--- config.mk ---
export PLATFORM = sky130hd
export DESIGN_NAME = float_to_s16_rounding_converter_core
export DESIGN_NICKNAME = d
export VERILOG_FILES = /design/src/rtl/core/f2s_pkg.sv /design/src/rtl/core/f2s_int_round.sv /design/src/rtl/core/float_to_s16_rounding_converter_core.sv
export SDC_FILE = /design/constraint.sdc
export NUM_CORES = 1
export LEC_CHECK = 0
export ABC_AREA = 1
export BUFFER_PORTS_ARGS = -buffer_cell sky130_fd_sc_hd__buf_2
export CAP_MARGIN = 30
export CELL_PAD_IN_SITES_DETAIL_PLACEMENT = 2
export CELL_PAD_IN_SITES_GLOBAL_PLACEMENT = 2
export CORE_MARGIN = 5
export CORE_UTILIZATION = 43
export CTS_BUF_LIST = sky130_fd_sc_hd__clkbuf_4 sky130_fd_sc_hd__clkbuf_8
export CTS_CLUSTER_DIAMETER = 50
export CTS_CLUSTER_SIZE = 20
export DETAILED_ROUTE_END_ITERATION = 10
export HOLD_SLACK_MARGIN = 0.06
export PLACE_DENSITY_LB_ADDON = 0.1
export REMOVE_ABC_BUFFERS = 1
export SLEW_MARGIN = 20
export SYNTH_ARGS = -nofsm -noshare
export SYNTH_HDL_FRONTEND = slang
export SYNTH_SLANG_ARGS = --single-unit
--- constraint.sdc ---
create_clock -name aclk -period 14 [get_ports aclk]
set_input_delay 2.8 -clock aclk [delete_from_list [all_inputs] [get_ports aclk]]
set_output_delay 2.8 -clock aclk [all_outputs]
set_load 0.1 [all_outputs]
--- src/rtl/core/f2s_pkg.sv ---
// f2s_pkg: shared types and constants for the float to s16 converter.
// No dependencies; used by f2s_int_round and the top level.
`default_nettype none
package f2s_pkg;

    localparam int unsigned MANT_W  = 24;
    localparam int unsigned SCALE_W = 15;
    localparam int unsigned PROD_W  = MANT_W + SCALE_W;
    localparam int unsigned INT_W   = 17;

    localparam logic [SCALE_W-1:0] PCM_SCALE = 15'd32767;

    // exponent window in which the scaled value can round to a nonzero integer
    localparam logic [7:0] EXP_LOW  = 8'd109;
    localparam logic [7:0] EXP_EDGE = 8'd128;
    localparam logic [7:0] EXP_SPEC = 8'd255;
    localparam logic [7:0] SHIFT_BASE = 8'd150;

    localparam logic [15:0] PCM_POS_MAX = 16'h7fff;
    localparam logic [15:0] PCM_NEG_MIN = 16'h8000;

    typedef enum logic [1:0] {
        MODE_AWAY        = 2'd0,
        MODE_TOWARD_ZERO = 2'd1,
        MODE_EVEN        = 2'd2
    } round_mode_t;

    typedef struct packed {
        logic sign;
        logic nan;
        logic ovf;
        logic zero;
    } f2s_flags_t;

endpackage
`default_nettype wire

--- src/rtl/core/f2s_int_round.sv ---
// f2s_int_round: integer rounding under the selected mode plus saturation.
// Depends on f2s_pkg.
`default_nettype none
module f2s_int_round (
    input  wire logic [1:0]               mode,
    input  wire f2s_pkg::f2s_flags_t      flags,
    input  wire logic [f2s_pkg::INT_W-1:0] int_mag,
    input  wire logic                     half,
    input  wire logic                     sticky,
    output logic      [15:0]              pcm_value,
    output logic                          clipped
);
    import f2s_pkg::*;

    logic                inc;
    logic [INT_W:0]      mag;

    always_comb begin
        unique case (mode)
            MODE_AWAY:        inc = half;
            MODE_TOWARD_ZERO: inc = 1'b0;
            default:          inc = half & (sticky | int_mag[0]);
        endcase
        mag = {1'b0, int_mag} + {{INT_W{1'b0}}, inc};

        priority if (flags.nan) begin
            pcm_value = '0;
            clipped   = 1'b1;
        end else if (flags.zero) begin
            pcm_value = '0;
            clipped   = 1'b0;
        end else if (flags.ovf) begin
            pcm_value = flags.sign ? PCM_NEG_MIN : PCM_POS_MAX;
            clipped   = 1'b1;
        end else if (!flags.sign) begin
            clipped   = (mag > {2'b00, PCM_POS_MAX});
            pcm_value = clipped ? PCM_POS_MAX : mag[15:0];
        end else begin
            clipped   = (mag > {2'b00, PCM_NEG_MIN});
            pcm_value = clipped ? PCM_NEG_MIN : 16'(~mag[15:0] + 16'd1);
        end
    end
endmodule
`default_nettype wire

--- src/rtl/core/float_to_s16_rounding_converter_core.sv ---
// float_to_s16_rounding_converter_core: float32 sample to s16 PCM, four-stage pipeline.
// Depends on f2s_pkg and f2s_int_round.
//
// Usage:
//   Input channel s_valid/s_ready carries s_sample_bits, one IEEE-754 single
//   per transfer. Output channel m_valid/m_ready carries m_pcm_value (signed
//   16-bit) and m_clipped. cfg_we/cfg_wdata write the rounding mode
//   (0 half away from zero, 1 toward zero, 2 or 3 nearest even).
//   The transfer itself loads the multiply stage; the next stages round the
//   product to 24 significant bits, align by the exponent, and integer round
//   and saturate into the output register, whose valid bit drives m_valid.
//   Throughput is one transfer per cycle; every stage has its own valid bit
//   and advances whenever the stage after it is empty or moving, so bubbles
//   collapse and a stalled receiver only backs up as far as it must.
//   When m_ready is low, the output register holds; earlier stages fill and
//   s_ready drops once all four are occupied. Nothing is dropped or repeated.
//   Reset (aresetn low, synchronous) empties the pipeline and sets mode 0.
//   Change the mode only with the pipeline drained.
`default_nettype none
module float_to_s16_rounding_converter_core (
    input  wire logic        aclk,
    input  wire logic        aresetn,
    input  wire logic        cfg_we,
    input  wire logic [1:0]  cfg_wdata,
    input  wire logic        s_valid,
    output logic             s_ready,
    input  wire logic [31:0] s_sample_bits,
    output logic             m_valid,
    input  wire logic        m_ready,
    output logic signed [15:0] m_pcm_value,
    output logic             m_clipped
);
    import f2s_pkg::*;

    logic [1:0] mode_reg;

    // stage 1: product of mantissa and scale
    logic              v1_reg;
    logic              sign1_reg, nan1_reg;
    logic [7:0]        exp1_reg;
    logic [PROD_W-1:0] prod1_reg;

    // stage 2: product rounded to float precision
    logic              v2_reg;
    f2s_flags_t        flags2_reg;
    logic [5:0]        shamt2_reg;
    logic [PROD_W:0]   rnd2_reg;

    // stage 3: aligned integer with guard and sticky
    logic              v3_reg;
    f2s_flags_t        flags3_reg;
    logic [INT_W-1:0]  int3_reg;
    logic              half3_reg, sticky3_reg;

    logic              out_valid_reg, out_clip_reg;
    logic [15:0]       out_pcm_reg;

    logic rdy1, rdy2, rdy3;

    // advance a stage when its successor is empty or moving
    assign rdy3    = !out_valid_reg | m_ready;
    assign rdy2    = !v3_reg | rdy3;
    assign rdy1    = !v2_reg | rdy2;
    assign s_ready = !v1_reg | rdy1;

    always_ff @(posedge aclk) begin
        if (!aresetn) begin
            mode_reg <= MODE_AWAY;
        end else if (cfg_we) begin
            mode_reg <= cfg_wdata;
        end
    end

    // stage 1 datapath
    logic [7:0]        s_exp;
    logic [MANT_W-1:0] s_mant;
    assign s_exp  = s_sample_bits[30:23];
    assign s_mant = {(s_exp != 8'd0), s_sample_bits[22:0]};

    always_ff @(posedge aclk) begin
        if (s_ready) begin
            sign1_reg <= s_sample_bits[31];
            exp1_reg  <= s_exp;
            nan1_reg  <= (s_exp == EXP_SPEC) && (s_sample_bits[22:0] != 23'd0);
            prod1_reg <= PROD_W'(s_mant) * PROD_W'(PCM_SCALE);
        end
    end

    // stage 2 datapath: round to 24 significant bits, nearest even
    logic            hi;
    logic            lsb1, grd1, stk1, up1;
    logic [PROD_W:0] rnd_next;
    f2s_flags_t      flags_next;

    always_comb begin
        hi = prod1_reg[PROD_W-1];
        if (hi) begin
            lsb1 = prod1_reg[15];
            grd1 = prod1_reg[14];
            stk1 = |prod1_reg[13:0];
        end else begin
            lsb1 = prod1_reg[14];
            grd1 = prod1_reg[13];
            stk1 = |prod1_reg[12:0];
        end
        up1 = grd1 & (stk1 | lsb1);
        if (hi) begin
            rnd_next = {(25'({1'b0, prod1_reg[38:15]}) + 25'(up1)), 15'd0};
        end else begin
            rnd_next = {1'b0, (25'({1'b0, prod1_reg[37:14]}) + 25'(up1)), 14'd0};
        end
        flags_next.sign = sign1_reg;
        flags_next.nan  = nan1_reg;
        flags_next.ovf  = (exp1_reg > EXP_EDGE) || ((exp1_reg == EXP_EDGE) && hi);
        flags_next.zero = (exp1_reg < EXP_LOW);
    end

    always_ff @(posedge aclk) begin
        if (rdy1) begin
            flags2_reg <= flags_next;
            shamt2_reg <= 6'(SHIFT_BASE - exp1_reg);
            rnd2_reg   <= rnd_next;
        end
    end

    // stage 3 datapath: shift right by the exponent, keep half and sticky
    logic [2*PROD_W+3:0] ext;
    assign ext = {rnd2_reg, 42'd0} >> shamt2_reg;

    always_ff @(posedge aclk) begin
        if (rdy2) begin
            flags3_reg  <= flags2_reg;
            int3_reg    <= ext[58:42];
            half3_reg   <= ext[41];
            sticky3_reg <= |ext[40:0];
        end
    end

    // stage 4: integer rounding and saturation into the output register
    logic [15:0] pcm_next;
    logic        clip_next;

    f2s_int_round u_round (
        .mode      (mode_reg),
        .flags     (flags3_reg),
        .int_mag   (int3_reg),
        .half      (half3_reg),
        .sticky    (sticky3_reg),
        .pcm_value (pcm_next),
        .clipped   (clip_next)
    );

    always_ff @(posedge aclk) begin
        if (rdy3) begin
            out_pcm_reg  <= pcm_next;
            out_clip_reg <= clip_next;
        end
    end

    // valid bits travel with the data
    always_ff @(posedge aclk) begin
        if (!aresetn) begin
            v1_reg        <= 1'b0;
            v2_reg        <= 1'b0;
            v3_reg        <= 1'b0;
            out_valid_reg <= 1'b0;
        end else begin
            if (s_ready) v1_reg        <= s_valid;
            if (rdy1)    v2_reg        <= v1_reg;
            if (rdy2)    v3_reg        <= v2_reg;
            if (rdy3)    out_valid_reg <= v3_reg;
        end
    end

    assign m_valid     = out_valid_reg;
    assign m_pcm_value = out_pcm_reg;
    assign m_clipped   = out_clip_reg;

endmodule
`default_nettype wire

==> Yosys cells after proc, flatten, opt, wreduce, memory -nomap -nowiden <==
Index checks and enable logic that the tools add are counted.
W data, S select, Z words.
{ "op_classes": {"multipliers": 1, "order_cmp": 4, "addsub": 5, "eq_ne": 3, "reduce_logical": 14, "bitwise": 9, "n_mux": 13, "n_shift": 1} }
{ "op_table": {"columns": ["cell", "count"], "rows": [
  ["$shr A82 B6 Y59", 1],
  ["$mux W16", 5],
  ["$add A24 B1 Y25", 2],
  ["$reduce_or A41 Y1", 1],
  ["$mul A24 B15 Y39 const B", 1],
  ["$mux W39", 1],
  ["$reduce_bool A23 Y1", 1],
  ["$add A17 B1 Y18", 1],
  ["$gt A18 B15 Y1 const B", 1],
  ["$gt A18 B16 Y1 const B", 1],
  ["$add A16 B1 Y16 const B", 1],
  ["$eq A8 B8 Y1 const B", 2],
  ["$not A16 Y16", 1],
  ["$reduce_or A14 Y1", 1],
  ["$reduce_or A13 Y1", 1],
  ["$gt A8 B8 Y1 const B", 1],
  ["$lt A8 B7 Y1 const B", 1],
  ["$reduce_bool A8 Y1", 1],
  ["$mux W1", 6],
  ["$or A1 B1 Y1", 6],
  ["$sub A5 B6 Y6 const A", 1],
  ["$logic_not A1 Y1", 4],
  ["$and A1 B1 Y1", 2],
  ["$eq A2 B1 Y1 const B", 1],
  ["other kinds (5)", 6]
]} }
{ "totals": {"out_inout_bits": 19, "wordCells": 76, "inputBits": 39, "regBits": 145} }

==> Depth between registers and ports, before layout <==
Gate-level depths: netlist (run 1).
{ "logic_depth": {"ltp_word": 9, "ltp_mapped": 25, "mapped_depth_nobuf": 25} }

==> Hierarchy <==
From an unflattened synthesis (run 1), not the netlist that was laid out.
{ "hier_totals": {"hier_cells": 1871, "hier_area_um2": 15790.1} }
{ "by_module_without_submodules": {"columns": ["mod", "cells_per_inst", "seq_area_each_um2", "area_each_um2", "n_inst"], "rows": [
  ["float_to_s16_rounding_converter_core", 1618, 3873.7, 14412.6, 1],
  ["f2s_int_round", 253, 0.0, 1377.6, 1]
]} }

==> Least setup slack after synthesis (run 1) <==
OpenSTA, ideal clock, no wires.
{ "synth_timing": {"path_type": "input port to output port", "startpoint": "input port m_ready", "endpoint": "output port s_ready", "arrival_ps": 5659, "path_buffers": 0, "stages": 6, "path_slack_ps": 5541, "t_required_ps": 11200, "cell_sequence": "nor2_1 inv_1 nor2_1 inv_1 nor2_1 nand2_1"} }
{ "synth_via": {"elab_chain_len": 4} }
{ "synth_lines": {"columns": ["element", "line", "text"], "rows": [
  ["start: declaration", "float_to_s16_rounding_converter_core.sv:29", "input wire logic m_ready,"],
  ["$or A1 B1 Y1", "float_to_s16_rounding_converter_core.sv:61", "assign rdy3 = !out_valid_reg | m_ready;"],
  ["via rdy3", "float_to_s16_rounding_converter_core.sv:58", "logic rdy1, rdy2, rdy3;"],
  ["$or A1 B1 Y1", "float_to_s16_rounding_converter_core.sv:62", "assign rdy2 = !v3_reg | rdy3;"],
  ["via rdy2", "float_to_s16_rounding_converter_core.sv:58", null],
  ["$or A1 B1 Y1", "float_to_s16_rounding_converter_core.sv:63", "assign rdy1 = !v2_reg | rdy2;"],
  ["$or A1 B1 Y1", "float_to_s16_rounding_converter_core.sv:64", "assign s_ready = !v1_reg | rdy1;"],
  ["end: declaration", "float_to_s16_rounding_converter_core.sv:26", "output logic s_ready,"]
]} }
The timed path passes the listed nets, and every way through them passes these cells.

==> Worst setup path after layout (run 1) <==
{ "layout_timing": {"startpoint": "input port s_sample_bits[25]", "endpoint": "register prod1_reg[37] (data pin)"} }
{ "layout_via": {"elab_chain_len": 2} }
{ "layout_lines": {"columns": ["element", "line", "text"], "rows": [
  ["start: declaration", "float_to_s16_rounding_converter_core.sv:27", "input wire logic [31:0] s_sample_bits,"],
  ["$reduce_bool A8 Y1", "float_to_s16_rounding_converter_core.sv:78", "assign s_mant = {(s_exp != 8'd0), s_sample_bits[22:0]};"],
  ["$mul A24 B15 Y39", "float_to_s16_rounding_converter_core.sv:85", "prod1_reg <= PROD_W'(s_mant) * PROD_W'(PCM_SCALE);"],
  ["end signal: assignment", "float_to_s16_rounding_converter_core.sv:85", null],
  ["end: declaration", "float_to_s16_rounding_converter_core.sv:41", "logic [PROD_W-1:0] prod1_reg;"]
]} }
Every way passes these cells.
A chain may end at the register's enable or synchronous reset.

==> results.sh, run 1 <==
export IMPL_status="finished, final reports clean"
export IMPL_ant_nets=0
export IMPL_setup_worst_path_start_class="primary input"
export IMPL_post_synth_fa_ha_maj_area_fraction_pct=31.6
export IMPL_setup_worst_path_end_class="register"
export IMPL_global_route_overflow_total=0
export IMPL_grt_antenna_before_repair=1
export IMPL_tritoncts_num_buffers=17
export IMPL_flop_and_latch_count_out_of_synthesis=131
export IMPL_worstHoldPathCells=0
export IMPL_cells_taking_the_most_area_after_synthesis="edfxtp_1 (24%), fa_1 (23%), ha_1 (9.1%)"
export IMPL_cts_htree_levels=4
export IMPL_worst_setup_path_type="primary input to register"
export IMPL_area_growth_pct=7.95
export IMPL_tritoncts_num_sinks=131
export IMPL_port_buffers=57
export IMPL_tritoncts="built"
export IMPL_effective_utilization_at_floorplan_pct=43.6
export IMPL_synthDominantCellAreaShare_pct=24.2
export IMPL_rsz0062_at_grt="false"
export IMPL_design_die_area_mm2=0.0400
export IMPL_rows=69
export IMPL_vias_in_the_first_global_route=15600
export IMPL_grt_start_max_net_pins=38
export IMPL_critical_path_arrival_ns=8.83
export IMPL_rr_worst_depth=16
export IMPL_clock_latency_reported_for_the_late_side_of_the_worst_skew_pair_ns=0.49
export IMPL_area_occupied_by_registers_mm2=0.00387
export IMPL_slew_limit_headroom_pct=45.4
export IMPL_ys_types=50
export IMPL_cts_root_buffer_cell="clkbuf_8"
export IMPL_post_drt_via_cell_ratio=5.51
export IMPL_hold_violations=0
export IMPL_post_synth_mux_area_share_pct=0
export IMPL_ctsHoldBuffers=0
export IMPL_post_cts_repair_setup_buffers=0
export IMPL_final_layout_size_suffix_gt1_share_pct=6.42
export IMPL_total_core_area_mm2=0.0357
export IMPL_finalMaxSlewViolations=0
export IMPL_fin_setup_tns_ns=0
export IMPL_clk_pin_slew_worst_paths_ns=0.09
export IMPL_grt_total_usage_pct=28.5
export IMPL_nets=2260
export IMPL_post_drt_wl_per_cell_um=23.2
export IMPL_grt_pass1_wl_mm=87.1
export IMPL_tightestPinTransition_ns=0.819
export IMPL_dr_first_iter_drc_count=563
export IMPL_dominant_combinational_cell_family_by_area_after_synthesis="adder cells"
export IMPL_chipHeight_um=200
export IMPL_routabilityCongestion=0.924
export IMPL_fin_crit_ns=8.60
export IMPL_postSynthAreaPerCell_um2=8.23
export IMPL_holdCritPathClass="register to register"
export IMPL_critical_path_max_fanout=4
export IMPL_synth_edf_count=125
export IMPL_post_synth_and_or_nand_nor_area_fraction_pct=22.7
export IMPL_critical_path_max_stage_delay_ns=0.61
export IMPL_routed_wl_mm=56.0
export IMPL_critical_path_slowest_cell="fa_1"
export IMPL_clock_skew_ns=0.0222
export IMPL_yosys_area_top_type="edfxtp_1"
export IMPL_crit_path_cell_trace="buf_2 -> nor4_1 -> nand4_1 -> inv_1 -> fa_1 -> inv_1 -> fa_1 -> fa_1 -> fa_1 -> fa_1 -> inv_1 -> fa_1 -> inv_1 -> ha_1 -> nand2_1 -> nor2_1 -> inv_1 -> nor2_1 -> inv_1 -> nor2_1 -> nand4_1 -> nand4_1 -> nand2_1"
export IMPL_setup_viol=0
export IMPL_multi_input_comb_area_mm2=0.0101
export IMPL_synth_compound_area_share_pct=6.45
export IMPL_dieWidth_um=200
export IMPL_drt_pass1_iter_count=4
export IMPL_cts_resized_gates=0
export IMPL_synth_async_reset_ratio_pct=0
export IMPL_design_portCount=58
export IMPL_clockBufferDepth=2
export IMPL_timing_fmax_ghz=0.116
export IMPL_synth_xor_area_share_pct=3.89
export IMPL_drc=0
export IMPL_timing_max_cap_violations=0
export IMPL_num_fill_cells=4057
export IMPL_sequential_fraction_of_the_synthesis_area_pct=24.9
export IMPL_flip_flop_count_of_the_largest_register_after_layout=39
export IMPL_post_route_period_util_pct=61.4
export IMPL_worstPathRequired_ns=14.23
export IMPL_postSynth_topFlopCell="edfxtp_1"
export IMPL_dpl_hpwl_mm=47.8
export IMPL_synthesized_area_mm2=0.0155
export IMPL_syn_inst=1887
export IMPL_synthesis_yosys_warnings=0
export IMPL_via_count=13300
## logic make-up after synthesis
| kind of cell | count (synthesis) |
|---|---|
| AOI/OAI and AO/OA | 172 |
| buffers and inverters | 422 |
| DFF | 131 |
| xor gates and xnor gates | 66 |
| adders and majority gates | 288 |
| and+or+nand+nor | 808 |
## synth_stat cells (2+ instances only)
library cell	n
nor3_1	23
nor2_8	2
nand2_2	3
o21bai_1	7
fa_1	175
clkbuf_1	22
a21o_1	6
o22ai_1	4
nor4_1	5
edfxtp_1	125
nor2_2	5
buf_4	2
buf_6	2
xor2_1	44
nand3_1	199
a21boi_0	3
ha_1	113
clkinv_1	2
inv_1	376
o21ai_0	41
nand2_1	374
o211ai_1	3
nand3b_1	2
buf_2	5
o21a_1	6
a31oi_1	8
nor2_1	148
o31ai_1	12
or2_2	3
dfxtp_1	6
nand4_1	40
o221a_2	2
a21oi_1	73
xnor2_1	20
inv_2	3
buf_1	9
## layout make-up
class,count,area share [%]
sequential,131,23.1
antenna,1,0.0149
clock buffer,20,1.60
tap,461,3.44
clock inverter,12,1.00
multi-input combinational,1334,59.9
inverter,381,8.53
timing repair buffer,68,2.40
## cell usage in the layout, fill, tap and decap left out, types with 12 or more instances in the layout
cell	n
nand3_1	199
xor2_1	44
o21ai_0	41
edfxtp_1	125
clkbuf_8	19
fa_1	175
a21oi_1	73
nor2_1	148
nor3_1	23
ha_1	113
nand4_1	40
inv_1	376
nand2_1	373
o31ai_1	12
xnor2_1	20
buf_2	57
## layer usage
| layer | vias to the layer above | track usage [%] | part of all wire (%) |
|---|---|---|---|
| li1 | 6120 | - | - |
| met1 | 6824 | 30.2 | 37 |
| met2 | 226 | 56.6 | 56 |
| met3 | 109 | 3.04 | 2.1 |
| met4 | 0 | 11.7 | 4.2 |
| met5 | - | 0 | 0 |
## final timing paths
path	slack [ns]	to	startpoint
worst min register to register	0.43	flags3_reg[1]	flags2_reg[1]
worst min-delay path	0.43	flags3_reg[1]	flags2_reg[1]
worst max register to register	10.33	rnd2_reg[36]	prod1_reg[2]
worst max-delay path	5.40	prod1_reg[37]	s_sample_bits[25]
## worst max-delay path, delay by kind of cell
family / cells / cell delay (ns)
simple gates: 9 / 1.75
fa+ha+maj: 7 / 3.47
buf+inv: 7 / 0.82
## per-stage QoR
| step | area [um2] | hold slack [ns] | instances | setup WS, ns | utilization (%) |
|---|---|---|---|---|---|
| 2_1_floorplan | 15400 | 0.400 | 1846 | 5.54 | - |
| 3_3_place_gp | 16300 | 0.402 | 2372 | 5.36 | 45.7 |
| 3_5_place_dp | 16300 | 0.407 | 2372 | 4.86 | 45.7 |
| 4_1_cts | 16700 | 0.431 | 2404 | 5.38 | 46.9 |
| 5_1_grt | 16800 | 0.435 | 2408 | 5.11 | 47.0 |
| 6_report | 16800 | 0.428 | 2408 | 5.40 | 47.0 |
Power of run 1 is left out: the tool's default activity adds up to more than one toggle a clock period on the data nets, which glitch-free logic cannot reach.
==> inputs of run 2 (changes only) <==
Settings changed: CORE_UTILIZATION 43 to 40.
Clock period 14 ns to 8.6 ns, I/O delays scaled along.
==> run 2 against run 1 <==
Net effect:
- critical path depth is 1 lower
- register-to-register slack lost 5.3 ns
- critical endpoint unchanged
- final cell count is 2.3% higher
- highest routed layer unchanged
- sequential share of layout area is essentially flat
- final area hardly changed
- hold slack improved by 0.0066 ns
- sequential cell count unchanged
- global-route usage down 3.9 points
- die area grew 7.1%
==> results.sh, run 2 (synthesis gave the netlist of run 1 again) <==
export IMPL_area_occupied_by_registers_mm2=0.00387
export IMPL_critical_path_max_fanout=4
export IMPL_nets=2260
export IMPL_tritoncts_num_sinks=131
export IMPL_hold_violations=0
export IMPL_routabilityCongestion=0.881
export IMPL_worst_setup_path_type="primary input to register"
export IMPL_worst_case_setup_margin_in_the_final_layout_ns=1.29
export IMPL_clock_skew_ns=0.0178
export IMPL_effective_utilization_at_floorplan_pct=40.3
export IMPL_critical_path_arrival_ns=7.53
export IMPL_design_die_area_mm2=0.0429
export IMPL_ant_nets=0
export IMPL_cts_resized_gates=0
export IMPL_dieWidth_um=207
export IMPL_fin_crit_ns=7.31
export IMPL_vias_in_the_first_global_route=15100
export IMPL_status="finished, final reports clean"
export IMPL_grt_start_max_net_pins=38
export IMPL_tritoncts="built"
export IMPL_design_portCount=58
export IMPL_via_count=12900
export IMPL_post_placement_setup_slack_ns=0.750
export IMPL_final_util_pct=43.5
export IMPL_regToRegSetupSlack_ns=5.05
export IMPL_fin_cells=2464
export IMPL_tightestPinTransition_ns=0.847
export IMPL_numPlacedInstances=2429
export IMPL_post_route_period_util_pct=85.0
export IMPL_final_layout_size_suffix_gt1_share_pct=6.42
export IMPL_chipHeight_um=207
export IMPL_drt_pass1_iter_count=4
export IMPL_ctsHoldBuffers=0
export IMPL_finalMaxSlewViolations=0
export IMPL_clk_pin_slew_worst_paths_ns=0.08
export IMPL_port_buffers=57
export IMPL_rsz0062_at_grt="false"
export IMPL_area_growth_pct=8.04
export IMPL_total_core_area_mm2=0.0386
export IMPL_insertedDiodeCount=0
export IMPL_dpl_hpwl_mm=45.9
export IMPL_grt_total_usage_pct=24.5
export IMPL_multi_input_comb_area_mm2=0.0101
export IMPL_fin_setup_tns_ns=0
export IMPL_clock_latency_reported_for_the_late_side_of_the_worst_skew_pair_ns=0.46
export IMPL_tritoncts_num_buffers=17
export IMPL_slew_limit_headroom_pct=43.5
export IMPL_cts_root_buffer_cell="clkbuf_8"
export IMPL_rr_worst_depth=16
export IMPL_worstHoldPathCells=0
export IMPL_rows=72
export IMPL_setup_worst_path_end_class="register"
export IMPL_cts_htree_levels=4
export IMPL_grt_antenna_before_repair=0
export IMPL_post_drt_via_cell_ratio=5.24
export IMPL_setup_viol=0
export IMPL_global_route_overflow_total=0
export IMPL_clockBufferDepth=2
export IMPL_post_drt_wl_per_cell_um=21.4
export IMPL_layout_cells_most_common_list="inv_1 (376), nand2_1 (373), nand3_1 (199)"
export IMPL_dr_first_iter_drc_count=448
export IMPL_num_fill_cells=4504
export IMPL_worstPathRequired_ns=8.82
export IMPL_flip_flop_count_of_the_largest_register_after_layout=39
export IMPL_drc=0
export IMPL_timing_max_cap_violations=0
export IMPL_setup_worst_path_start_class="primary input"
export IMPL_holdCritPathClass="register to register"
export IMPL_routed_wl_mm=52.7
export IMPL_most_common_cell_after_layout_fill_and_taps_aside="inv_1"
export IMPL_post_cts_repair_setup_buffers=0
export IMPL_timing_fmax_ghz=0.137
export IMPL_grt_pass1_wl_mm=83.5
run 2: cell count changes in the layout (fill, tap and decap cells not counted), sizes merged:
cell	before	now
clkinv	5	8
bufinv	3	1
clkbuf	20	19
clkinvlp	1	2
diode	1	0
inv	384	383
run 2: path summary, 6_finish.rpt:
path                          start             to
hold / removal            sign1_reg  flags2_reg[3]
setup reg to reg       prod1_reg[2]   rnd2_reg[36]
hold reg to reg           sign1_reg  flags2_reg[3]
setup / recovery  s_sample_bits[25]  prod1_reg[37]
run 2: through the flow:
stage          hold slack [ns]  cell area [um2]
2_1_floorplan            0.400            15400
3_3_place_gp             0.402            16300
3_5_place_dp             0.415            16300
4_1_cts                  0.432            16700
5_1_grt                  0.445            16800
6_report                 0.434            16800
run 2: final cells by class:
class | count | area share (%)
repair buffers | 68 | 2.40
inverters | 381 | 8.52
flip-flops and latches | 131 | 23.1
clock buffers | 19 | 1.52
clock inverters | 13 | 0.760
multi-input cells | 1334 | 59.9
well taps | 518 | 3.86
run 2: metal layers:
| metal | GRT usage [%] | share of wire (%) | up-vias |
|---|---|---|---|
| met1 | 26.4 | 38 | 6592 |
| met5 | 0 | 0 | - |
| met4 | 6.91 | 2.6 | 0 |
| met2 | 50.7 | 58 | 126 |
| li1 | - | - | 6125 |
| met3 | 1.63 | 1.3 | 62 |
run 2: critical path, stage by stage:
cell	delay, ns
buf_2	0.12
nor4_1	0.28
nand4_1	0.27
inv_1	0.28
fa_1	0.51
inv_1	0.13
fa_1	0.47
fa_1	0.58
fa_1	0.48
fa_1	0.58
inv_1	0.06
fa_1	0.50
inv_1	0.04
ha_1	0.34
nand2_1	0.14
inv_1	0.05
a21oi_1	0.20
o21ai_0	0.15
a221oi_1	0.36
nand3_1	0.12
nand2_1	0.09
nand2_1	0.05
Power of run 2 is left out for the same reason.
==> inputs of run 3 (changes only) <==
Settings changed: ABC_AREA 1 to 0, CORE_UTILIZATION 40 to 43.
Clock period 8.6 ns to 7.6 ns, I/O delays scaled along.
==> run 3 against run 2 <==
Net effect:
- global-route usage up 0.21 points
- count of clock-buffer cells in the layout unchanged
- final cell count decreased by 18%
- synthesized area down 4.7%
==> results.sh, run 3 <==
export IMPL_critical_path_max_stage_delay_ns=0.60
export IMPL_synthDominantCellAreaShare_pct=25.3
export IMPL_sequential_fraction_of_the_synthesis_area_pct=26.2
export IMPL_total_core_area_mm2=0.0343
export IMPL_critical_path_top_delay_family="adder cells"
export IMPL_effective_utilization_at_floorplan_pct=43.2
export IMPL_r2r_start="int3_reg[0]"
export IMPL_setup_worst_path_end_class="register"
export IMPL_post_route_period_util_pct=95.2
export IMPL_holdCritPathClass="register to register"
export IMPL_worstPathRequired_ns=7.80
export IMPL_tritoncts="built"
export IMPL_post_placement_setup_slack_ns=-0.457
export IMPL_chipHeight_um=196
export IMPL_dpl_hpwl_mm=39.3
export IMPL_flip_flop_count_of_the_largest_register_after_layout=39
export IMPL_post_drt_via_cell_ratio=5.49
export IMPL_final_layout_size_suffix_gt1_share_pct=13.5
export IMPL_worstHoldPathCells=0
export IMPL_drc=0
export IMPL_rows=68
export IMPL_setup_worst_path_start_class="primary input"
export IMPL_timing_fmax_ghz=0.138
export IMPL_grt_antenna_before_repair=0
export IMPL_cts_htree_levels=4
export IMPL_area_occupied_by_registers_mm2=0.00387
export IMPL_tritoncts_num_buffers=17
export IMPL_multi_input_comb_area_mm2=0.00974
export IMPL_crit_top_cell="fa_1"
export IMPL_tightestPinTransition_ns=0.891
export IMPL_postSynth_topFlopCell="edfxtp_1"
export IMPL_grt_pass1_wl_mm=73.9
export IMPL_hold_violations=0
export IMPL_crit_path_cell_trace="buf_2 -> nor4_2 -> nand2_2 -> inv_2 -> fa_2 -> inv_2 -> fa_1 -> fa_1 -> fa_1 -> fa_1 -> inv_1 -> fa_1 -> inv_1 -> ha_1 -> a21o_1 -> a31oi_1 -> o21ai_0 -> a21oi_1 -> o22ai_1 -> a31o_2 -> o41a_1 -> mux2i_1 -> nand4_1"
export IMPL_cts_root_buffer_cell="clkbuf_8"
export IMPL_regToRegEndpoint="m_pcm_value[7]"
export IMPL_worst_path_buf_inv=5
export IMPL_grt_start_max_net_pins=43
export IMPL_path_depth=23
export IMPL_global_route_overflow_total=0
export IMPL_status="finished, final reports clean"
export IMPL_rr_worst_depth=13
export IMPL_synthesis_yosys_warnings=0
export IMPL_grt_use_met3_pct=2.35
export IMPL_finalMaxSlewViolations=0
export IMPL_dieWidth_um=196
export IMPL_startpoint_of_the_tightest_hold_check_path="flags2_reg[2]"
export IMPL_clockBufferDepth=2
export IMPL_global_route_usage_met1_pct=28.0
export IMPL_area_growth_pct=10.3
export IMPL_clk_pin_slew_worst_paths_ns=0.08
export IMPL_layout_cells_most_common_list="inv_1 (268), fa_1 (173), edfxtp_1 (125)"
export IMPL_worst_setup_path_type="primary input to register"
export IMPL_clock_skew_ns=0.0274
export IMPL_yosys_area_top_type="edfxtp_1"
export IMPL_via_count=11100
export IMPL_grt_busiest_layer="met2"
export IMPL_regToRegSetupSlack_ns=3.64
export IMPL_min_to="flags3_reg[2]"
export IMPL_post_drt_wl_per_cell_um=23.1
export IMPL_cells_taking_the_most_area_after_synthesis="edfxtp_1 (25%), fa_1 (24%), ha_1 (9.5%)"
export IMPL_fin_crit_ns=7.23
export IMPL_design_die_area_mm2=0.0383
export IMPL_setup_viol=0
export IMPL_critical_path_slowest_cell="fa_1"
export IMPL_syn_inst=1456
export IMPL_worst_case_setup_margin_in_the_final_layout_ns=0.367
export IMPL_vias_in_the_first_global_route=13200
export IMPL_postSynthAreaPerCell_um2=10.2
export IMPL_post_synth_top_count_cell="inv_1"
export IMPL_slew_limit_headroom_pct=40.6
export IMPL_synth_async_reset_ratio_pct=0
export IMPL_dr_first_iter_drc_count=455
export IMPL_routabilityCongestion=0.890
export IMPL_drt_pass1_iter_count=4
export IMPL_use_met2_pct=48.7
export IMPL_critical_path_arrival_ns=7.43
export IMPL_ant_nets=0
export IMPL_port_buffers=57
export IMPL_routed_wl_mm=46.6
export IMPL_tritoncts_num_sinks=131
export IMPL_ys_types=73
export IMPL_nets=1871
export IMPL_timing_max_cap_violations=0
export IMPL_grt_total_usage_pct=24.8
export IMPL_flop_and_latch_count_out_of_synthesis=131
export IMPL_synth_edf_count=125
export IMPL_design_portCount=58
export IMPL_post_synth_top_cells="inv_1 (270), fa_1 (175), edfxtp_1 (125)"
export IMPL_synthesized_area_mm2=0.0148
export IMPL_clock_latency_reported_for_the_late_side_of_the_worst_skew_pair_ns=0.47
export IMPL_most_common_cell_after_layout_fill_and_taps_aside="inv_1"
export IMPL_num_fill_cells=3617
export IMPL_critical_path_max_fanout=2
==> run 3: area by class of cell <==
class	instances	area share [%]
sequential	131	23.7
timing repair buffer	112	4.32
inverter	273	6.27
clock buffer	19	1.52
antenna	1	0.0153
tap	455	3.48
multi-input combinational	1009	59.6
clock inverter	13	1.06
==> run 3: how the worst max path moves through the flow <==
stage                                 start            end
after CTS                 s_sample_bits[25]  prod1_reg[38]
after global placement    s_sample_bits[25]  prod1_reg[38]
after detailed placement  s_sample_bits[25]  prod1_reg[38]
final                     s_sample_bits[23]  prod1_reg[38]
after floorplan           s_sample_bits[23]  prod1_reg[38]
after global routing      s_sample_bits[23]  prod1_reg[38]
==> run 3: metrics by stage <==
stage	util (%)	instance area (um2)	hold slack, ns	cells	TNS (ns)
after floorplan	-	14600	0.400	1413	0
after global placement	46.3	15900	0.402	1978	-0.0453
after detailed placement	46.3	15900	0.411	1978	-2.25
after CTS	47.5	16300	0.432	2010	0
after global routing	47.6	16300	0.439	2012	-0.000537
final	47.6	16300	0.430	2013	0
==> run 3: layer usage <==
layer | share of wire [%] | vias to the layer above
li1 | - | 5118
met1 | 39 | 5706
met2 | 56 | 159
met3 | 1.8 | 67
met4 | 2.6 | 0
met5 | 0 | -
==> run 3: cell families (layout without fill, tap and decap cells) <==
family          count (synthesis)  count (layout)  share of synthesized area, %
simple gates                  320             320                          11.0
buf+inv                       316             417                          8.32
fa+ha+maj                     288             288                          33.2
compound gates                259             259                          10.9
flops                         131             131                          26.2
xor+xnor                       81              81                          4.79
mux                            61              61                          5.66
other cells                     0               1                             0
==> run 3: worst register-to-register path, delay by kind of cell (launching register included) <==
family          cells  cell delay, ns
xor+xnor            1            0.46
flops               1            0.40
fa+ha+maj           2            0.52
compound gates      5            0.96
simple gates        5            1.47
==> run 3: repair_timing <==
action | in CTS | in global routing
endpoints found under the setup margin | 0 | 6
hold buffers | 0 | 0
gates resized for setup | 0 | 8
endpoints found under the hold margin | 0 | 0
buffers inserted | 0 | 1
Power of run 3 is left out for the same reason.
